## src/sv/spc_pkg.sv

```systemverilog
// Shared widths, register and operand codes, and controller/datapath interface types.
package spc_pkg;

    localparam int INTEGRAL_WIDTH = 32;
    localparam int VEL_W          = 16;
    localparam int GAIN_W         = 16;
    localparam int CMD_W          = 16;

    localparam int CFG_IDX_W = 2;
    localparam logic [CFG_IDX_W-1:0] CFG_GAIN_P = 2'd0;
    localparam logic [CFG_IDX_W-1:0] CFG_GAIN_I = 2'd1;
    localparam logic [CFG_IDX_W-1:0] CFG_GAIN_D = 2'd2;

    // Multiplier operand selects; the six velocity components come first.
    localparam int SEL_W = 4;
    localparam logic [SEL_W-1:0] SEL_MX    = 4'd0;
    localparam logic [SEL_W-1:0] SEL_MY    = 4'd1;
    localparam logic [SEL_W-1:0] SEL_MZ    = 4'd2;
    localparam logic [SEL_W-1:0] SEL_TX    = 4'd3;
    localparam logic [SEL_W-1:0] SEL_TY    = 4'd4;
    localparam logic [SEL_W-1:0] SEL_TZ    = 4'd5;
    localparam logic [SEL_W-1:0] SEL_KP    = 4'd6;
    localparam logic [SEL_W-1:0] SEL_KI_LO = 4'd7;
    localparam logic [SEL_W-1:0] SEL_KI_HI = 4'd8;
    localparam logic [SEL_W-1:0] SEL_KD    = 4'd9;

    typedef enum logic [3:0] {
        OP_NONE,
        OP_LOAD,
        OP_MUL,
        OP_ADD_SQ,
        OP_ROOT_INIT,
        OP_ROOT_STEP,
        OP_SAVE_MEAS,
        OP_UPDATE,
        OP_ADD_ACC,
        OP_FINISH
    } t_dp_op;

    typedef struct packed {
        t_dp_op           op;
        logic [SEL_W-1:0] sel;
    } t_dp_cmd;

    typedef struct packed {
        logic root_last;
    } t_dp_status;

endpackage

```

## src/sv/speed_pid_controller_unit.sv

```systemverilog
// Top level of the vector-speed PID controller: sequencer plus datapath.
//
//  channel  direction  handshake                payload
//  in       sink       i_in_valid / o_in_ready  i_measured_vel_{x,y,z}, i_target_vel_{x,y,z}
//  out      source     o_out_valid / i_out_ready o_accel_command, o_command_saturated
//  cfg      sink       i_cfg_valid / o_cfg_ready i_cfg_index, i_cfg_data
//
// An item is taken only while the sequencer is idle, so the next item is accepted only after
// the last one has finished. Each item runs through two 16-step square roots on the shared root
// unit and ten passes through the single 17 x 18 multiplier.
// Reset (synchronous, active low) zeroes the gains, integral and previous error.
// A result waiting in the output register does not block intake; a second finished item
// holds in the datapath until the first is taken. Config writes are always ready.
module speed_pid_controller_unit (
    input  logic                               i_clk,
    input  logic                               i_rst_n,
    input  logic                               i_in_valid,
    output logic                               o_in_ready,
    input  logic signed [spc_pkg::VEL_W-1:0]   i_measured_vel_x,
    input  logic signed [spc_pkg::VEL_W-1:0]   i_measured_vel_y,
    input  logic signed [spc_pkg::VEL_W-1:0]   i_measured_vel_z,
    input  logic signed [spc_pkg::VEL_W-1:0]   i_target_vel_x,
    input  logic signed [spc_pkg::VEL_W-1:0]   i_target_vel_y,
    input  logic signed [spc_pkg::VEL_W-1:0]   i_target_vel_z,
    output logic                               o_out_valid,
    input  logic                               i_out_ready,
    output logic signed [spc_pkg::CMD_W-1:0]   o_accel_command,
    output logic                               o_command_saturated,
    input  logic                               i_cfg_valid,
    output logic                               o_cfg_ready,
    input  logic [spc_pkg::CFG_IDX_W-1:0]      i_cfg_index,
    input  logic signed [spc_pkg::GAIN_W-1:0]  i_cfg_data
);
    import spc_pkg::*;

    t_dp_cmd    w_cmd;
    t_dp_status w_status;

    assign o_cfg_ready = 1'b1;

    spc_ctrl u_ctrl (
        .i_clk       (i_clk),
        .i_rst_n     (i_rst_n),
        .i_in_valid  (i_in_valid),
        .o_in_ready  (o_in_ready),
        .o_out_valid (o_out_valid),
        .i_out_ready (i_out_ready),
        .o_cmd       (w_cmd),
        .i_status    (w_status)
    );

    spc_dp u_dp (
        .i_clk               (i_clk),
        .i_rst_n             (i_rst_n),
        .i_cmd               (w_cmd),
        .o_status            (w_status),
        .i_cfg_we            (i_cfg_valid && o_cfg_ready),
        .i_cfg_index         (i_cfg_index),
        .i_cfg_data          (i_cfg_data),
        .i_measured_vel_x    (i_measured_vel_x),
        .i_measured_vel_y    (i_measured_vel_y),
        .i_measured_vel_z    (i_measured_vel_z),
        .i_target_vel_x      (i_target_vel_x),
        .i_target_vel_y      (i_target_vel_y),
        .i_target_vel_z      (i_target_vel_z),
        .o_accel_command     (o_accel_command),
        .o_command_saturated (o_command_saturated)
    );

endmodule

```

## src/sv/spc_ctrl.sv

```systemverilog
// Sequencer for the speed PID: steps the datapath through squares, roots and gain products.
module spc_ctrl (
    input  logic                i_clk,
    input  logic                i_rst_n,
    input  logic                i_in_valid,
    output logic                o_in_ready,
    output logic                o_out_valid,
    input  logic                i_out_ready,
    output spc_pkg::t_dp_cmd    o_cmd,
    input  spc_pkg::t_dp_status i_status
);
    import spc_pkg::*;

    typedef enum logic [3:0] {
        S_IDLE,
        S_SQ_MUL,
        S_SQ_ADD,
        S_ROOT_INIT,
        S_ROOT,
        S_SAVE_MEAS,
        S_UPDATE,
        S_PROD_MUL,
        S_PROD_ADD,
        S_FINISH
    } t_state;

    t_state           r_state, n_state;
    logic [SEL_W-1:0] r_sel, n_sel;
    logic             r_out_valid, n_out_valid;

    always_comb begin
        n_state     = r_state;
        n_sel       = r_sel;
        n_out_valid = r_out_valid && !i_out_ready;
        o_cmd.op    = OP_NONE;
        o_cmd.sel   = r_sel;
        unique case (r_state)
            S_IDLE: begin
                if (i_in_valid) begin
                    o_cmd.op = OP_LOAD;
                    n_sel    = SEL_MX;
                    n_state  = S_SQ_MUL;
                end
            end
            S_SQ_MUL: begin
                o_cmd.op = OP_MUL;
                n_state  = S_SQ_ADD;
            end
            S_SQ_ADD: begin
                o_cmd.op = OP_ADD_SQ;
                if (r_sel == SEL_MZ || r_sel == SEL_TZ) begin
                    n_state = S_ROOT_INIT;
                end else begin
                    n_sel   = r_sel + SEL_W'(1);
                    n_state = S_SQ_MUL;
                end
            end
            S_ROOT_INIT: begin
                o_cmd.op = OP_ROOT_INIT;
                n_state  = S_ROOT;
            end
            S_ROOT: begin
                o_cmd.op = OP_ROOT_STEP;
                if (i_status.root_last) begin
                    n_state = (r_sel == SEL_MZ) ? S_SAVE_MEAS : S_UPDATE;
                end
            end
            S_SAVE_MEAS: begin
                o_cmd.op = OP_SAVE_MEAS;
                n_sel    = SEL_TX;
                n_state  = S_SQ_MUL;
            end
            S_UPDATE: begin
                o_cmd.op = OP_UPDATE;
                n_sel    = SEL_KP;
                n_state  = S_PROD_MUL;
            end
            S_PROD_MUL: begin
                o_cmd.op = OP_MUL;
                n_state  = S_PROD_ADD;
            end
            S_PROD_ADD: begin
                o_cmd.op = OP_ADD_ACC;
                if (r_sel == SEL_KD) begin
                    n_state = S_FINISH;
                end else begin
                    n_sel   = r_sel + SEL_W'(1);
                    n_state = S_PROD_MUL;
                end
            end
            S_FINISH: begin
                // hold until the output register is free or being emptied
                if (!r_out_valid || i_out_ready) begin
                    o_cmd.op    = OP_FINISH;
                    n_out_valid = 1'b1;
                    n_state     = S_IDLE;
                end
            end
            default: begin
                n_state = S_IDLE;
            end
        endcase
    end

    always_ff @(posedge i_clk) begin
        if (!i_rst_n) begin
            r_state     <= S_IDLE;
            r_sel       <= SEL_MX;
            r_out_valid <= 1'b0;
        end else begin
            r_state     <= n_state;
            r_sel       <= n_sel;
            r_out_valid <= n_out_valid;
        end
    end

    assign o_in_ready  = (r_state == S_IDLE);
    assign o_out_valid = r_out_valid;

    a_finish_holds: assert property (@(posedge i_clk) disable iff (!i_rst_n)
        (r_state == S_FINISH && r_out_valid && !i_out_ready)
        |=> (r_state == S_FINISH && r_out_valid))
        else $error("finish overwrote a pending result");

    a_root_exit: assert property (@(posedge i_clk) disable iff (!i_rst_n)
        (r_state == S_ROOT && i_status.root_last)
        |=> (r_state == S_SAVE_MEAS || r_state == S_UPDATE))
        else $error("root sequence did not exit after last step");

    a_prod_sel: assert property (@(posedge i_clk) disable iff (!i_rst_n)
        (r_state == S_PROD_MUL) |-> (r_sel >= SEL_KP && r_sel <= SEL_KD))
        else $error("gain product issued with a velocity operand");

endmodule

```

## src/sv/spc_dp.sv

```systemverilog
// Datapath: shared multiplier, bit-pair square root, saturating integral and PID sum.
module spc_dp (
    input  logic                                i_clk,
    input  logic                                i_rst_n,
    input  spc_pkg::t_dp_cmd                    i_cmd,
    output spc_pkg::t_dp_status                 o_status,
    input  logic                                i_cfg_we,
    input  logic [spc_pkg::CFG_IDX_W-1:0]       i_cfg_index,
    input  logic signed [spc_pkg::GAIN_W-1:0]   i_cfg_data,
    input  logic signed [spc_pkg::VEL_W-1:0]    i_measured_vel_x,
    input  logic signed [spc_pkg::VEL_W-1:0]    i_measured_vel_y,
    input  logic signed [spc_pkg::VEL_W-1:0]    i_measured_vel_z,
    input  logic signed [spc_pkg::VEL_W-1:0]    i_target_vel_x,
    input  logic signed [spc_pkg::VEL_W-1:0]    i_target_vel_y,
    input  logic signed [spc_pkg::VEL_W-1:0]    i_target_vel_z,
    output logic signed [spc_pkg::CMD_W-1:0]    o_accel_command,
    output logic                                o_command_saturated
);
    import spc_pkg::*;

    localparam int IW       = INTEGRAL_WIDTH;
    localparam int HALF     = IW / 2;
    localparam int SUMSQ_W  = 2 * VEL_W;
    localparam int MAG_W    = SUMSQ_W / 2;
    localparam int STEP_W   = $clog2(SUMSQ_W / 2);
    localparam int ERR_W    = MAG_W + 1;
    localparam int DERIV_W  = ERR_W + 1;
    localparam int MA_W     = GAIN_W + 1;
    localparam int MB_W     = (HALF + 1 > DERIV_W) ? HALF + 1 : DERIV_W;
    localparam int PROD_W   = MA_W + MB_W;
    localparam int ACC_W    = IW + GAIN_W + 1;
    localparam int FRAC_W   = 8;
    localparam int VEL_IDX_W = 3;

    // architectural state
    logic signed [GAIN_W-1:0]  r_gain_p, r_gain_i, r_gain_d;
    logic signed [IW-1:0]      r_integral;
    logic signed [ERR_W-1:0]   r_prev_err;

    // working registers
    logic signed [VEL_W-1:0]   r_vel [6];
    logic signed [PROD_W-1:0]  r_prod;
    logic [SUMSQ_W-1:0]        r_sumsq;
    logic [SUMSQ_W-1:0]        r_rem;
    logic [SUMSQ_W-1:0]        r_root;
    logic [STEP_W-1:0]         r_rstep;
    logic [MAG_W-1:0]          r_mag_meas;
    logic signed [ERR_W-1:0]   r_err;
    logic signed [DERIV_W-1:0] r_deriv;
    logic                      r_isat;
    logic signed [ACC_W-1:0]   r_acc;
    logic signed [CMD_W-1:0]   r_cmd;
    logic                      r_sat;

    logic signed [MA_W-1:0]    w_mul_a;
    logic signed [MB_W-1:0]    w_mul_b;
    logic [SUMSQ_W-1:0]        w_bit, w_trial;
    logic signed [ERR_W-1:0]   w_err;
    logic signed [IW:0]        w_int_sum;
    logic                      w_int_ovf;
    logic signed [IW-1:0]      w_int_next;
    logic signed [DERIV_W-1:0] w_deriv;
    logic signed [ACC_W-1:0]   w_addend;
    logic signed [ACC_W-1:0]   w_round;
    logic signed [ACC_W-1:0]   w_quot;
    logic [ACC_W-CMD_W:0]      w_upper;
    logic                      w_cmd_ovf;
    logic signed [CMD_W-1:0]   w_cmd;
    logic                      w_cfg_hit;

    always_comb begin
        w_mul_a = '0;
        w_mul_b = '0;
        case (i_cmd.sel) inside
            SEL_MX, SEL_MY, SEL_MZ, SEL_TX, SEL_TY, SEL_TZ: begin
                w_mul_a = MA_W'(r_vel[i_cmd.sel[VEL_IDX_W-1:0]]);
                w_mul_b = MB_W'(r_vel[i_cmd.sel[VEL_IDX_W-1:0]]);
            end
            SEL_KP: begin
                w_mul_a = MA_W'(r_gain_p);
                w_mul_b = MB_W'(r_err);
            end
            SEL_KI_LO: begin
                w_mul_a = MA_W'(r_gain_i);
                w_mul_b = MB_W'(r_integral[HALF-1:0]);
            end
            SEL_KI_HI: begin
                w_mul_a = MA_W'(r_gain_i);
                w_mul_b = MB_W'($signed(r_integral[IW-1:HALF]));
            end
            SEL_KD: begin
                w_mul_a = MA_W'(r_gain_d);
                w_mul_b = MB_W'(r_deriv);
            end
            default: begin
                w_mul_a = '0;
                w_mul_b = '0;
            end
        endcase
    end

    // one root bit per step: bit walks down two places at a time
    assign w_bit   = SUMSQ_W'(1) << {r_rstep, 1'b0};
    assign w_trial = r_root + w_bit;
    assign o_status.root_last = (r_rstep == '0);

    assign w_err      = ERR_W'($signed({1'b0, r_root[MAG_W-1:0]}))
                      - ERR_W'($signed({1'b0, r_mag_meas}));
    assign w_int_sum  = (IW + 1)'(r_integral) + (IW + 1)'(w_err);
    assign w_int_ovf  = (w_int_sum[IW] != w_int_sum[IW-1]);
    assign w_int_next = w_int_ovf ? (w_int_sum[IW] ? {1'b1, {(IW-1){1'b0}}}
                                                   : {1'b0, {(IW-1){1'b1}}})
                                  : w_int_sum[IW-1:0];
    assign w_deriv    = DERIV_W'(w_err) - DERIV_W'(r_prev_err);

    assign w_addend = (i_cmd.sel == SEL_KI_HI) ? (ACC_W'(r_prod) <<< HALF) : ACC_W'(r_prod);

    // round half up, then clamp to the command range
    assign w_round   = r_acc + ACC_W'(1 << (FRAC_W - 1));
    assign w_quot    = w_round >>> FRAC_W;
    assign w_upper   = w_quot[ACC_W-1:CMD_W-1];
    assign w_cmd_ovf = !((&w_upper) || (~|w_upper));
    assign w_cmd     = w_cmd_ovf ? (w_quot[ACC_W-1] ? {1'b1, {(CMD_W-1){1'b0}}}
                                                    : {1'b0, {(CMD_W-1){1'b1}}})
                                 : w_quot[CMD_W-1:0];

    assign w_cfg_hit = i_cfg_we && (i_cfg_index == CFG_GAIN_P
                                 || i_cfg_index == CFG_GAIN_I
                                 || i_cfg_index == CFG_GAIN_D);

    always_ff @(posedge i_clk) begin
        if (!i_rst_n) begin
            r_gain_p   <= '0;
            r_gain_i   <= '0;
            r_gain_d   <= '0;
            r_integral <= '0;
            r_prev_err <= '0;
        end else if (w_cfg_hit) begin
            unique case (i_cfg_index)
                CFG_GAIN_P: r_gain_p <= i_cfg_data;
                CFG_GAIN_I: r_gain_i <= i_cfg_data;
                CFG_GAIN_D: r_gain_d <= i_cfg_data;
                default: begin
                end
            endcase
            r_integral <= '0;
            r_prev_err <= '0;
        end else if (i_cmd.op == OP_UPDATE) begin
            r_integral <= w_int_next;
            r_prev_err <= w_err;
        end
    end

    always_ff @(posedge i_clk) begin
        unique case (i_cmd.op)
            OP_LOAD: begin
                r_vel[0] <= i_measured_vel_x;
                r_vel[1] <= i_measured_vel_y;
                r_vel[2] <= i_measured_vel_z;
                r_vel[3] <= i_target_vel_x;
                r_vel[4] <= i_target_vel_y;
                r_vel[5] <= i_target_vel_z;
                r_sumsq  <= '0;
            end
            OP_MUL: begin
                r_prod <= w_mul_a * w_mul_b;
            end
            OP_ADD_SQ: begin
                r_sumsq <= r_sumsq + r_prod[SUMSQ_W-1:0];
            end
            OP_ROOT_INIT: begin
                r_rem   <= r_sumsq;
                r_root  <= '0;
                r_rstep <= '1;
                r_sumsq <= '0;
            end
            OP_ROOT_STEP: begin
                if (r_rem >= w_trial) begin
                    r_rem  <= r_rem - w_trial;
                    r_root <= (r_root >> 1) + w_bit;
                end else begin
                    r_root <= r_root >> 1;
                end
                r_rstep <= r_rstep - STEP_W'(1);
            end
            OP_SAVE_MEAS: begin
                r_mag_meas <= r_root[MAG_W-1:0];
            end
            OP_UPDATE: begin
                r_err   <= w_err;
                r_deriv <= w_deriv;
                r_isat  <= w_int_ovf;
                r_acc   <= '0;
            end
            OP_ADD_ACC: begin
                r_acc <= r_acc + w_addend;
            end
            OP_FINISH: begin
                r_cmd <= w_cmd;
                r_sat <= r_isat || w_cmd_ovf;
            end
            default: begin
            end
        endcase
    end

    assign o_accel_command     = r_cmd;
    assign o_command_saturated = r_sat;

    a_root_fits: assert property (@(posedge i_clk) disable iff (!i_rst_n)
        (i_cmd.op == OP_ROOT_STEP && o_status.root_last)
        |=> (r_root[SUMSQ_W-1:MAG_W] == '0))
        else $error("square root exceeds magnitude width");

    a_cfg_clears: assert property (@(posedge i_clk) disable iff (!i_rst_n)
        w_cfg_hit |=> (r_integral == '0 && r_prev_err == '0))
        else $error("gain write did not clear loop state");

endmodule

```

## config.mk

```make
export PLATFORM = sky130hd
export DESIGN_NAME = speed_pid_controller_unit
export DESIGN_NICKNAME = d
export VERILOG_FILES = /design/src/sv/spc_pkg.sv /design/src/sv/speed_pid_controller_unit.sv /design/src/sv/spc_ctrl.sv /design/src/sv/spc_dp.sv
export SDC_FILE = /design/constraint.sdc
export NUM_CORES = 2
export LEC_CHECK = 0
export BUFFER_PORTS_ARGS = -buffer_cell sky130_fd_sc_hd__clkbuf_2
export CAP_MARGIN = 5
export CORE_ASPECT_RATIO = 0.8
export CORE_MARGIN = 2
export CORE_UTILIZATION = 50
export CTS_CLUSTER_DIAMETER = 50
export DETAILED_ROUTE_END_ITERATION = 10
export PLACE_DENSITY = 0.66
export SLEW_MARGIN = 0
export SYNTH_ARGS = -nofsm -noshare
export SYNTH_HDL_FRONTEND = slang
export SYNTH_SLANG_ARGS = --single-unit
```

## constraint.sdc

```tcl
create_clock -name i_clk -period 17.6 [get_ports i_clk]
set_input_delay 3.52 -clock i_clk [delete_from_list [all_inputs] [get_ports i_clk]]
set_output_delay 3.52 -clock i_clk [all_outputs]
set_load 0.03 [all_outputs]
```

# Word level (Yosys, flattened, before mapping)
# Memories as Yosys holds them, arrays and structs flattened. A register that Yosys moved wholly into a read port is not among the register bits.
# Index checks and enable logic that the tools add are counted.
[word_totals] latch_bits=0 ramBits=96 ff_bits=359 romBits=0 n_memories=1 inputBits=119 wordCells=146 output_inout_bits=20
[classes] n_eq_ne=36 addsub=11 n_reduce_logical=32 shifts=1 multipliers=1 n_lt_le_gt_ge=1 bitwise_logic=1 div=0 muxes=42
[mem_list] memory="u_dp.r_vel" depth=6 width=16 read_ports=1 rd_ports_with_merged_regs=1 write_ports=6 line_no="spc_dp.sv:41" source="logic signed [VEL_W-1:0] r_vel [6];"
[ops] op="$pmux W32 S2" count=3
[ops] op="$mux W32" count=4
[ops] op="$pmux W49 S2" count=1
[ops] op="$mux W18" count=5
[ops] op="$mux W17" count=5
[ops] op="$add A32 B32 Y32" count=2
[ops] op="$add A49 B49 Y49" count=1
[ops] op="$add A49 B9 Y49 const B" count=1
[ops] op="$mux W49" count=1
[ops] op="$eq A4 B3 Y1 const B" count=12
[ops] op="$pmux W4 S10" count=1
[ops] op="$pmux W4 S9" count=1
[ops] op="$mul A17 B18 Y35" count=1
[ops] op="$add A32 B17 Y33" count=1
[ops] op="$add A31 B32 Y32" count=1
[ops] op="$ge A32 B32 Y1" count=1
[ops] op="$mux W16" count=2
[ops] op="$mux W4" count=8
[ops] op="$shl A1 B5 Y32 const A" count=1
[ops] op="$sub A32 B32 Y32" count=1
[ops] op="$reduce_and A26 Y1" count=1
[ops] op="$reduce_or A26 Y1" count=1
[ops] op="$eq A4 B2 Y1 const B" count=6
[ops] op="$eq A4 B4 Y1 const B" count=6
[ops] op="28 further kinds" count=58

# Logic depth before layout (Yosys ltp)
[depth] depth_word=7 depth_mapped=37 mapped_depth_nobuf=34

# Modules after synthesis
# From an unflattened synthesis, not the netlist that was laid out.
[hier_totals] hier_cells=4534 hier_area_um2=41578.6
[modules_own_cells] mod="spc_dp" area_each_um2=40762.8 cells_per_inst=4427 n_inst=1
[modules_own_cells] mod="spc_ctrl" area_each_um2=804.5 cells_per_inst=105 n_inst=1
[modules_own_cells] mod="speed_pid_controller_unit" area_each_um2=11.3 cells_per_inst=2 n_inst=1

# Worst setup path before layout
# OpenSTA, ideal clock, no wires.
[synth_timing] path_type="register to register" from="reg u_ctrl.r_sel[0]" to="reg u_dp.r_prod[34], data pin" arrival_ps=8185 synth_period_minus_slack_ps=8444 setup_time_ps=259 t_required_ps=17341 path_stages_with_launch=33 path_buffers=4 setup_slack_ps=9156 cell_sequence="dfxtp_1 -> inv_1 -> ha_1 -> and3b_1 -> clkbuf_1 -> buf_1 -> buf_1 -> o21ai_0 -> a21oi_1 -> clkbuf_1 -> nor2_1 -> fa_1 -> inv_1 -> fa_1 -> fa_1 -> inv_1 -> fa_1 -> fa_1 -> inv_1 -> fa_1 -> inv_1 -> ha_1 -> a21o_1 -> a21o_1 -> a221o_1 -> nor3_1 -> a21oi_1 -> a41o_1 -> or4b_1 -> a31oi_1 -> o21ai_0 -> a21oi_1 -> xnor2_1"
[synth_via] elab_chain_len=7 elab_cells_between_ends=22
[synth_rtl] element="start: declaration" line_no="spc_ctrl.sv:28" source="logic [SEL_W-1:0] r_sel, n_sel;"
[synth_rtl] element="start signal: assignment" line_no="spc_ctrl.sv:112" source="r_sel <= n_sel;"
[synth_rtl] element="$eq A4 B4 Y1 (no source line)"
[synth_rtl] element="$mux W17 or $mux W18 (tied branches) (5 in series)" line_no="spc_dp.sv:74" source="case (i_cmd.sel) inside"
[synth_rtl] element="$mul A17 B18 Y35 (*)" line_no="spc_dp.sv:166" source="r_prod <= w_mul_a * w_mul_b;"
[synth_rtl] element="end signal: assignment" line_no="spc_dp.sv:166"
[synth_rtl] element="end: declaration" line_no="spc_dp.sv:42" source="logic signed [PROD_W-1:0] r_prod;"
# Mark *: on every way between the ends. The rest lies on a longest branch, timed or not.
# A chain may end at the register's enable or synchronous reset.

# Worst setup path after layout
[layout_timing] from="reg u_ctrl.r_sel[3]" to="reg u_dp.r_prod[34], data pin"
# Same word-level chain as after synthesis.

==> results.json <==
{
  "area_delta_synth_final_pct": 9.507,
  "synth_xor_area_share_pct": 5.725,
  "max_freq_ghz": 0.1047,
  "synthAdderAreaFrac_pct": 25.23,
  "dieArea_mm2": 0.08402,
  "fin_tns_setup_ns": 0,
  "vias": 31849,
  "ys.flop_type": "edfxtp_1",
  "yosysSeqAreaShare_pct": 31.00,
  "final_common_cell": "nor2_1",
  "period_share_pct": 54.27,
  "crit_path_end_kind": "flop",
  "tightest_slew_ns": 1.220,
  "fin_cells": 5666,
  "final_nets": 5262,
  "antenna_left": 0,
  "rows": 93,
  "synthesis.area_mm2": 0.04085,
  "yosys.area_share.simple_pct": 15.50,
  "cts_tree": "done",
  "slew_headroom_pct": 18.39,
  "viasPerCell": 5.621,
  "htreeDepth": 2,
  "path_common_cell": "fa_1",
  "slowest_stage": "nand2_1",
  "fill_cells": 7335,
  "gp_congestion": 0.8946,
  "finalClockSkew_ns": 0.01827,
  "fin_crit_ns": 9.552,
  "critPathMaxFanout": 51,
  "drt_iter0_markers": 2610,
  "core_mm2": 0.08076,
  "crit_arrival_ns": 9.91,
  "syn_inst": 4435,
  "path_class": "reg -> reg",
  "hold_path_class": "reg -> reg",
  "hold_viol": 0,
  "syn_nets": 5179,
  "grt_pass1_wl_mm": 170.0,
  "wl_per_cell_um": 18.66,
  "ys_seq_elements": 458,
  "rsz0062_at_grt": "false",
  "grt_start_max_net_pins": 96,
  "cts_buffer_depth": 3,
  "synth_edf_count": 349,
  "drt-pass1-iter-count": 7,
  "startpoint": "u_ctrl.r_sel[3]$_SDFFE_PN0P_",
  "cts_made_buffers": 58,
  "clockRootBuffer": "clkbuf_16",
  "post_cts_buffers": 0,
  "grt_pass1_vias": 30825,
  "crit_path_start_kind": "flop",
  "clkTransAtPathRegs_ns": 0.06,
  "async_flop_share_pct": 0,
  "synthMuxAreaShare_pct": 1.874,
  "synth_largest_area_cell": "edfxtp_1",
  "syn-mean-instance-area_um2": 9.211,
  "drive_gt1_share_pct": 8.253,
  "port_buffers": 137,
  "setup_viol": 0,
  "synth_compound_area_share_pct": 14.81,
  "rr_startpoint": "u_ctrl.r_sel[3]$_SDFFE_PN0P_",
  "critPathRequiredTime_ns": 17.96,
  "postLayoutCoreUtil_pct": 55.39,
  "drc": 0,
  "ctsResizeCount": 0,
  "dpl.hpwl_mm": 81.81,
  "worstSkewPairLatency_ns": 0.64,
  "cts_hold_buffers": 0,
  "die_h_um": 259.7,
  "ff_latch_area_mm2": 0.01266,
  "status": "finished, final reports clean",
  "start_util_pct": 50.59,
  "cpPeakStageDelay_ns": 0.70,
  "die_w_um": 323.6,
  "grt_usage_pct": 25.55,
  "io_pins": 139,
  "ys_warn_count": 0,
  "finalMaxSlewViolations": 0,
  "hold_start": "u_dp.r_gain_i[1]$_SDFFE_PN0P_",
  "place_inst": 5550,
  "multiInputGateArea_mm2": 0.02588,
  "grt_overflow": 0,
  "drv_cap": 0,
  "synth_top_family_by_area": "adder cells",
  "cts.sinks": 458,
  "antenna_found_initial": 9,
  "synth.distinct_cells": 88,
  "wl_mm": 105.7,
  "yosys-top-cells-area": "edfxtp_1 (26%), fa_1 (16%), ha_1 (9.4%)",
  "synth_top_area_share_pct": 25.65,
  "mostFrequentLayoutCells": "nor2_1 (504), nand2_1 (477), inv_1 (462), edfxtp_1 (349), a21oi_1 (330)"
}
[metrics by stage]
stage / hold WS [ns] / area [um2] / setup slack, ns
after floorplan: 0.4319 / 40850 / 9.156
after global placement: 0.4409 / 42720 / 8.281
after detailed placement: 0.4471 / 42720 / 8.121
after CTS: 0.4557 / 44720 / 8.123
after global routing: 0.4719 / 44720 / 7.384
final: 0.4535 / 44730 / 8.048
[layer usage]
layer  up-vias  part of all wire, %  track usage (%)
met3       168                  7.5            4.688
li1      15358                    -                -
met2      1023                   42            37.71
met1     15296                   48            38.55
met4         4                  2.2            6.584
met5         -                0.025                0
[synthesized netlist by cell type (all sizes together), types with 36 or more instances]
cell type  instances
a211oi            53
a21boi            41
a21o             118
a21oi            335
a31oi             37
and2              44
and3              41
clkbuf           141
dfxtp            109
edfxtp           349
fa               318
ha               307
inv              463
mux2i             36
nand2            479
nand2b            43
nand3             75
nor2             504
nor2b             45
nor3              54
o21ai            214
o21bai            38
xnor2            149
xor2             118
[worst max-delay path, delay by kind of cell, from the launching register on]
kind	cells	cell delay, ns
fa+ha+maj	7	3.12
simple gates	9	2.32
compound gates	10	1.85
buf+inv	6	1.40
flops	1	0.49
xor+xnor	1	0.09
[sequential cells by signal, indices dropped and copies added (netlist names), named ones only]
signal	flops
u_ctrl.o_out_valid	1
u_ctrl.r_sel	4
u_ctrl.r_state	4
u_dp.o_accel_command	16
u_dp.o_command_saturated	1
u_dp.r_acc	49
u_dp.r_deriv	18
u_dp.r_err	17
u_dp.r_gain_d	16
u_dp.r_gain_i	16
u_dp.r_gain_p	16
u_dp.r_integral	32
u_dp.r_isat	1
u_dp.r_mag_meas	16
u_dp.r_prev_err	17
u_dp.r_prod	35
u_dp.r_rem	32
u_dp.r_root	32
u_dp.r_rstep	4
u_dp.r_sumsq	32
u_dp.r_vel	96
[area by class of cell]
| type | instances | area share [%] |
|---|---|---|
| Antenna cell | 6 | 0.03356 |
| Clock buffer | 76 | 3.577 |
| Clock inverter | 34 | 0.8810 |
| Inverter | 464 | 3.893 |
| Multi-Input combinational cell | 3347 | 57.85 |
| Sequential cell | 458 | 28.31 |
| Tap cell | 1092 | 3.054 |
| Timing Repair Buffer | 189 | 2.405 |
[cell families after synthesis]
logic type,count (synthesis)
other,1
adders and majority gates,635
and+or+nand+nor,1411
buffers and inverters,630
muxes,56
xor gates and xnor gates,267
AOI/OAI and AO/OA,977
DFF,458
[worst paths after layout]
kind | end | slack [ns] | cells past startpoint
setup reg to reg | u_dp.r_prod[34]$_DFFE_PN_ | 8.05 | 33
hold / removal | u_dp.r_gain_i[1]$_SDFFE_PN0P_ | 0.45 | 2
hold reg to reg | u_dp.r_gain_i[1]$_SDFFE_PN0P_ | 0.45 | 2
setup / recovery | u_dp.r_prod[34]$_DFFE_PN_ | 8.05 | 33
Power is left out: the tool's default activity adds up to more than one toggle a clock period on the data nets, which glitch-free logic cannot reach.
